==> src/design/pcq_pkg.sv <==
// ----------------------------------------------------------------------------
// pcq_pkg: shared types and constants for the per-connection pending quota
// Field layouts, operation codes, register indexes and reset limits.
// ----------------------------------------------------------------------------
package pcq_pkg;

    localparam int MODE_W  = 2;
    localparam int CONN_W  = 8;
    localparam int LEN_W   = 24;
    localparam int TASK_W  = 16;
    localparam int BYTE_W  = 32;
    localparam int CFG_W   = 32;

    localparam int S_DATA_W = 40;
    localparam int M_DATA_W = 56;

    localparam logic [MODE_W-1:0] MODE_RESERVE = 2'd0;
    localparam logic [MODE_W-1:0] MODE_RELEASE = 2'd1;
    localparam logic [MODE_W-1:0] MODE_CLEAR   = 2'd2;

    localparam logic CFG_MAX_TASKS = 1'b0;
    localparam logic CFG_MAX_BYTES = 1'b1;

    localparam logic [TASK_W-1:0] RESET_MAX_TASKS = 16'd1024;
    localparam logic [BYTE_W-1:0] RESET_MAX_BYTES = 32'd4194304;

    typedef struct packed {
        logic [LEN_W-1:0]  data_len;
        logic [CONN_W-1:0] conn_index;
        logic [MODE_W-1:0] mode;
    } item_t;

    typedef struct packed {
        logic [BYTE_W-1:0] bytes;
        logic [TASK_W-1:0] tasks;
    } entry_t;

    typedef struct packed {
        logic [BYTE_W-1:0] byte_total;
        logic [TASK_W-1:0] task_count;
        logic              granted;
    } result_t;

    typedef struct packed {
        logic [BYTE_W-1:0] max_bytes;
        logic [TASK_W-1:0] max_tasks;
    } limits_t;

endpackage

==> src/design/pcq_update.sv <==
// ----------------------------------------------------------------------------
// pcq_update: quota entry update
// Reserve, release and clear arithmetic on one table entry.
// ----------------------------------------------------------------------------
module pcq_update (
    input  logic [pcq_pkg::MODE_W-1:0] mode,
    input  logic [pcq_pkg::LEN_W-1:0]  data_len,
    input  pcq_pkg::limits_t           limits,
    input  pcq_pkg::entry_t            cur_entry,
    output pcq_pkg::entry_t            new_entry,
    output logic                       granted
);
    import pcq_pkg::*;

    logic [BYTE_W-1:0] len_ext;

    assign len_ext = BYTE_W'(data_len);

    always_comb begin
        new_entry = cur_entry;
        granted   = 1'b0;
        unique case (mode)
            MODE_RESERVE: begin
                if (data_len == '0) begin
                    granted = 1'b1;
                end else if (len_ext <= limits.max_bytes
                             && cur_entry.tasks < limits.max_tasks
                             && cur_entry.bytes <= limits.max_bytes - len_ext) begin
                    new_entry.tasks = cur_entry.tasks + TASK_W'(1);
                    new_entry.bytes = cur_entry.bytes + len_ext;
                    granted         = 1'b1;
                end
            end
            MODE_RELEASE: begin
                new_entry.tasks = (cur_entry.tasks != '0) ?
                                  cur_entry.tasks - TASK_W'(1) : '0;
                new_entry.bytes = (cur_entry.bytes >= len_ext) ?
                                  cur_entry.bytes - len_ext : '0;
                granted         = 1'b1;
            end
            MODE_CLEAR: begin
                new_entry = '0;
                granted   = 1'b1;
            end
            default: begin
                new_entry = cur_entry;
                granted   = 1'b0;
            end
        endcase
    end

endmodule

==> config.mk <==
export PLATFORM = sky130hd
export DESIGN_NAME = pcq_update
export DESIGN_NICKNAME = d
export VERILOG_FILES = /design/src/design/pcq_pkg.sv /design/src/design/pcq_update.sv
export SDC_FILE = /design/constraint.sdc
export NUM_CORES = 1
export LEC_CHECK = 0
export BUFFER_PORTS_ARGS = -buffer_cell sky130_fd_sc_hd__buf_4
export CAP_MARGIN = 30
export CORE_AREA = 5 5 158 160
export DETAILED_ROUTE_END_ITERATION = 7
export DIE_AREA = 0 0 163 165
export GPL_ROUTABILITY_DRIVEN = 0
export PLACE_DENSITY_LB_ADDON = 0.2
export REMOVE_ABC_BUFFERS = 1
export SLEW_MARGIN = 0
export SYNTH_ARGS = -nofsm -noshare
export SYNTH_HDL_FRONTEND = slang
export SYNTH_SLANG_ARGS = --single-unit
==> constraint.sdc <==
create_clock -name vclk -period 8.36
set_input_delay 1.254 -clock vclk [all_inputs]
set_output_delay 1.254 -clock vclk [all_outputs]
set_load 0.03 [all_outputs]
==> results.tsv <==
stage	metric	value	unit
die	fp-row-count	56	
yosys	syn_area	6863	sq um
final_layout	drive_gt1_share	18.06	%
critical_path	cp_max_fo	14	
final_layout	layoutNonFillerInstCount	1482	
grt	grt_pass1_vias	7919	
routing	post_drt_wl_per_cell	18.95	microns
routing	antenna_left	0	
critical_path	start_kind	input pin	
flow_run	maxCapViolCount	0	
yosys	ys_types	81	
die	initial_core_util	29.50	%
timing	fin_crit_sh	93.37	%
routing	first_iter_violations	757	
routing	drt_wl_total	28090	microns
place	placed_cells	1477	
place	io_buffers	171	
timing	tightest_slew	1.020	ns
timing	rsz0062_at_grt	false	
min_path	min_path_cells	4	
final_layout	final_nets	1414	
die	die_x	163	microns
timing	hold_viol	0	
power	p_total	0.6940	mW
critical_path	crit_required	7.11	ns
grt	antenna_found_initial	0	
routing	routed_via_density	5.652	
yosys	ys.warnings.count	0	
grt	overflow	0	
routing	drc_errors	0	
routing	vias	8376	
yosys	syn_inst	1022	
grt	grt_util_all_layers	19.62	%
timing	setup_viol	0	
place	hpwl	23390	microns
final_layout	fillCellCount	2608	
timing	fmax	0.1281	GHz
final_layout	final_common_cell	buf_4	
final_layout	syn2layout_area_growth	23.32	%
power	powerDensity	82.01	nW/um^2
run_status	status	finished clean	
final_layout	final_cell_mix	buf_4, ha_1, a21oi_1	
critical_path	critPathArrivalTime	6.55	ns
routing	drt_pass1_iterations	7	
final_layout	regArea	0	sq um
final_layout	nClkBuffers	0	
die	num_io_pins	171	
power	irDropWorstVdd	0.04405	mV
yosys	ys_seq_area_share	0	%
timing	fin_setup_tns	0	ns
grt	grt_pass1_wl	42990	microns
min_path	hold_class	in2out	
critical_path	end_kind	output port	
timing	relSlewSlack	32.03	%
power	leakagePower	3.884	nW
final_layout	diodes	0	
grt	grt_max_degree	56	
die	coreArea	23260	sq um
final_layout	seq_cells	0	
timing	drv_slew	0	
critical_path	crit_type	in2out	
timing	holdWs	2.893	ns
die	fp.dieH	165	microns
timing	fin_crit	7.805	ns
die	die_area	26900	sq um
yosys	avgSynthCellArea	6.715	sq um
power by group:
group / switching, mW / internal, mW / total [mW]
combinational: 0.418 / 0.276 / 0.694
clock: 0 / 0 / 0
sequential: 0 / 0 / 0
per-layer routing:
| layer | share of wire (%) | global-route usage (%) | vias to the layer above |
|---|---|---|---|
| met5 | 0 | 0 | - |
| met4 | 3.7 | 5.986 | 0 |
| met3 | 6.2 | 1.622 | 41 |
| met2 | 46 | 33.17 | 373 |
| met1 | 44 | 26.59 | 3800 |
| li1 | - | - | 4162 |
layout make-up:
cell class / count / area [sq um] / share of cell area [%]
Multi-Input combinational cell: 894 / 6349 / 75.01
Tap cell: 319 / 399.1 / 4.716
Timing Repair Buffer: 186 / 1404 / 16.59
Inverter: 83 / 311.5 / 3.681
logic make-up after synthesis:
logic type / share of synthesized area (%)
compound gates: 37.47
simple gates: 24.49
buf+inv: 7.584
fa+ha+maj: 23.48
xor+xnor: 5.360
mux: 1.623
cell usage after synthesis, types with 5 or more instances:
cell type | instances | area share [%]
a22o_1 | 12 | 1.5
o31ai_1 | 12 | 1.3
nand3_1 | 36 | 2.6
nand2b_1 | 16 | 1.5
a221o_1 | 14 | 2.0
a31oi_1 | 15 | 1.4
buf_2 | 14 | 1.0
o21ai_1 | 22 | 1.6
o21bai_1 | 11 | 1.2
o211ai_1 | 13 | 1.4
ha_1 | 124 | 23
o221ai_1 | 12 | 1.5
clkbuf_1 | 24 | 1.3
or3_1 | 14 | 1.3
a211oi_1 | 11 | 1.2
mux2i_1 | 10 | 1.5
and2_1 | 6 | 0.55
o21a_1 | 18 | 2.0
a21oi_1 | 107 | 7.8
o21ai_0 | 55 | 4.0
or4_1 | 5 | 0.55
nor2b_1 | 10 | 0.91
nor4_1 | 16 | 1.5
xnor2_1 | 21 | 2.7
inv_1 | 82 | 4.5
a2111oi_0 | 6 | 0.77
a21o_1 | 23 | 2.5
nor3_1 | 25 | 1.8
nand2_1 | 63 | 3.4
nand4_1 | 23 | 2.1
nor2_1 | 83 | 4.5
xor2_1 | 21 | 2.7
and3_1 | 6 | 0.55
o31a_1 | 5 | 0.64
critical path, cell delays in order:
cell and delay, ns:
buf_4 0.12, inv_1 0.09, ha_1 0.32, nor2b_1 0.14, o21a_1 0.17, o21ai_0 0.22
a21oi_1 0.18, a211oi_1 0.24, buf_4 0.17, o21ai_0 0.15, a211oi_1 0.41, o21ai_0 0.16
xor2_1 0.16, ha_1 0.29, nand4_1 0.17, nor4_1 0.36, and4_1 0.23, a21oi_1 0.04
a31oi_1 0.19, and4b_4 0.39, buf_4 0.17, mux2_1 0.31, a222oi_1 0.32, inv_1 0.08
buf_4 0.18
metrics by stage:
step	utilization (%)	instance area (sq um)	setup WS, ns
after detailed placement	36.22	8426	0.4693
after CTS	36.22	8426	0.4666
final	36.38	8463	0.5546
after floorplan	-	6654	0.9306
after global placement	36.16	8411	0.6011
after global routing	36.38	8463	0.09744
final timing paths:
path,slack [ns],startpoint,end
worst min-delay path,2.89,cur_entry[16],new_entry[16]
worst max-delay path,0.55,data_len[1],new_entry[20]
timing repair:
item / CTS / global route
gates resized for setup: 0 / 0
endpoints found under the setup margin: 0 / 1
buffers inserted: 0 / 5
hold buffers: 0 / 0
Power figures use the tool's default switching activity.
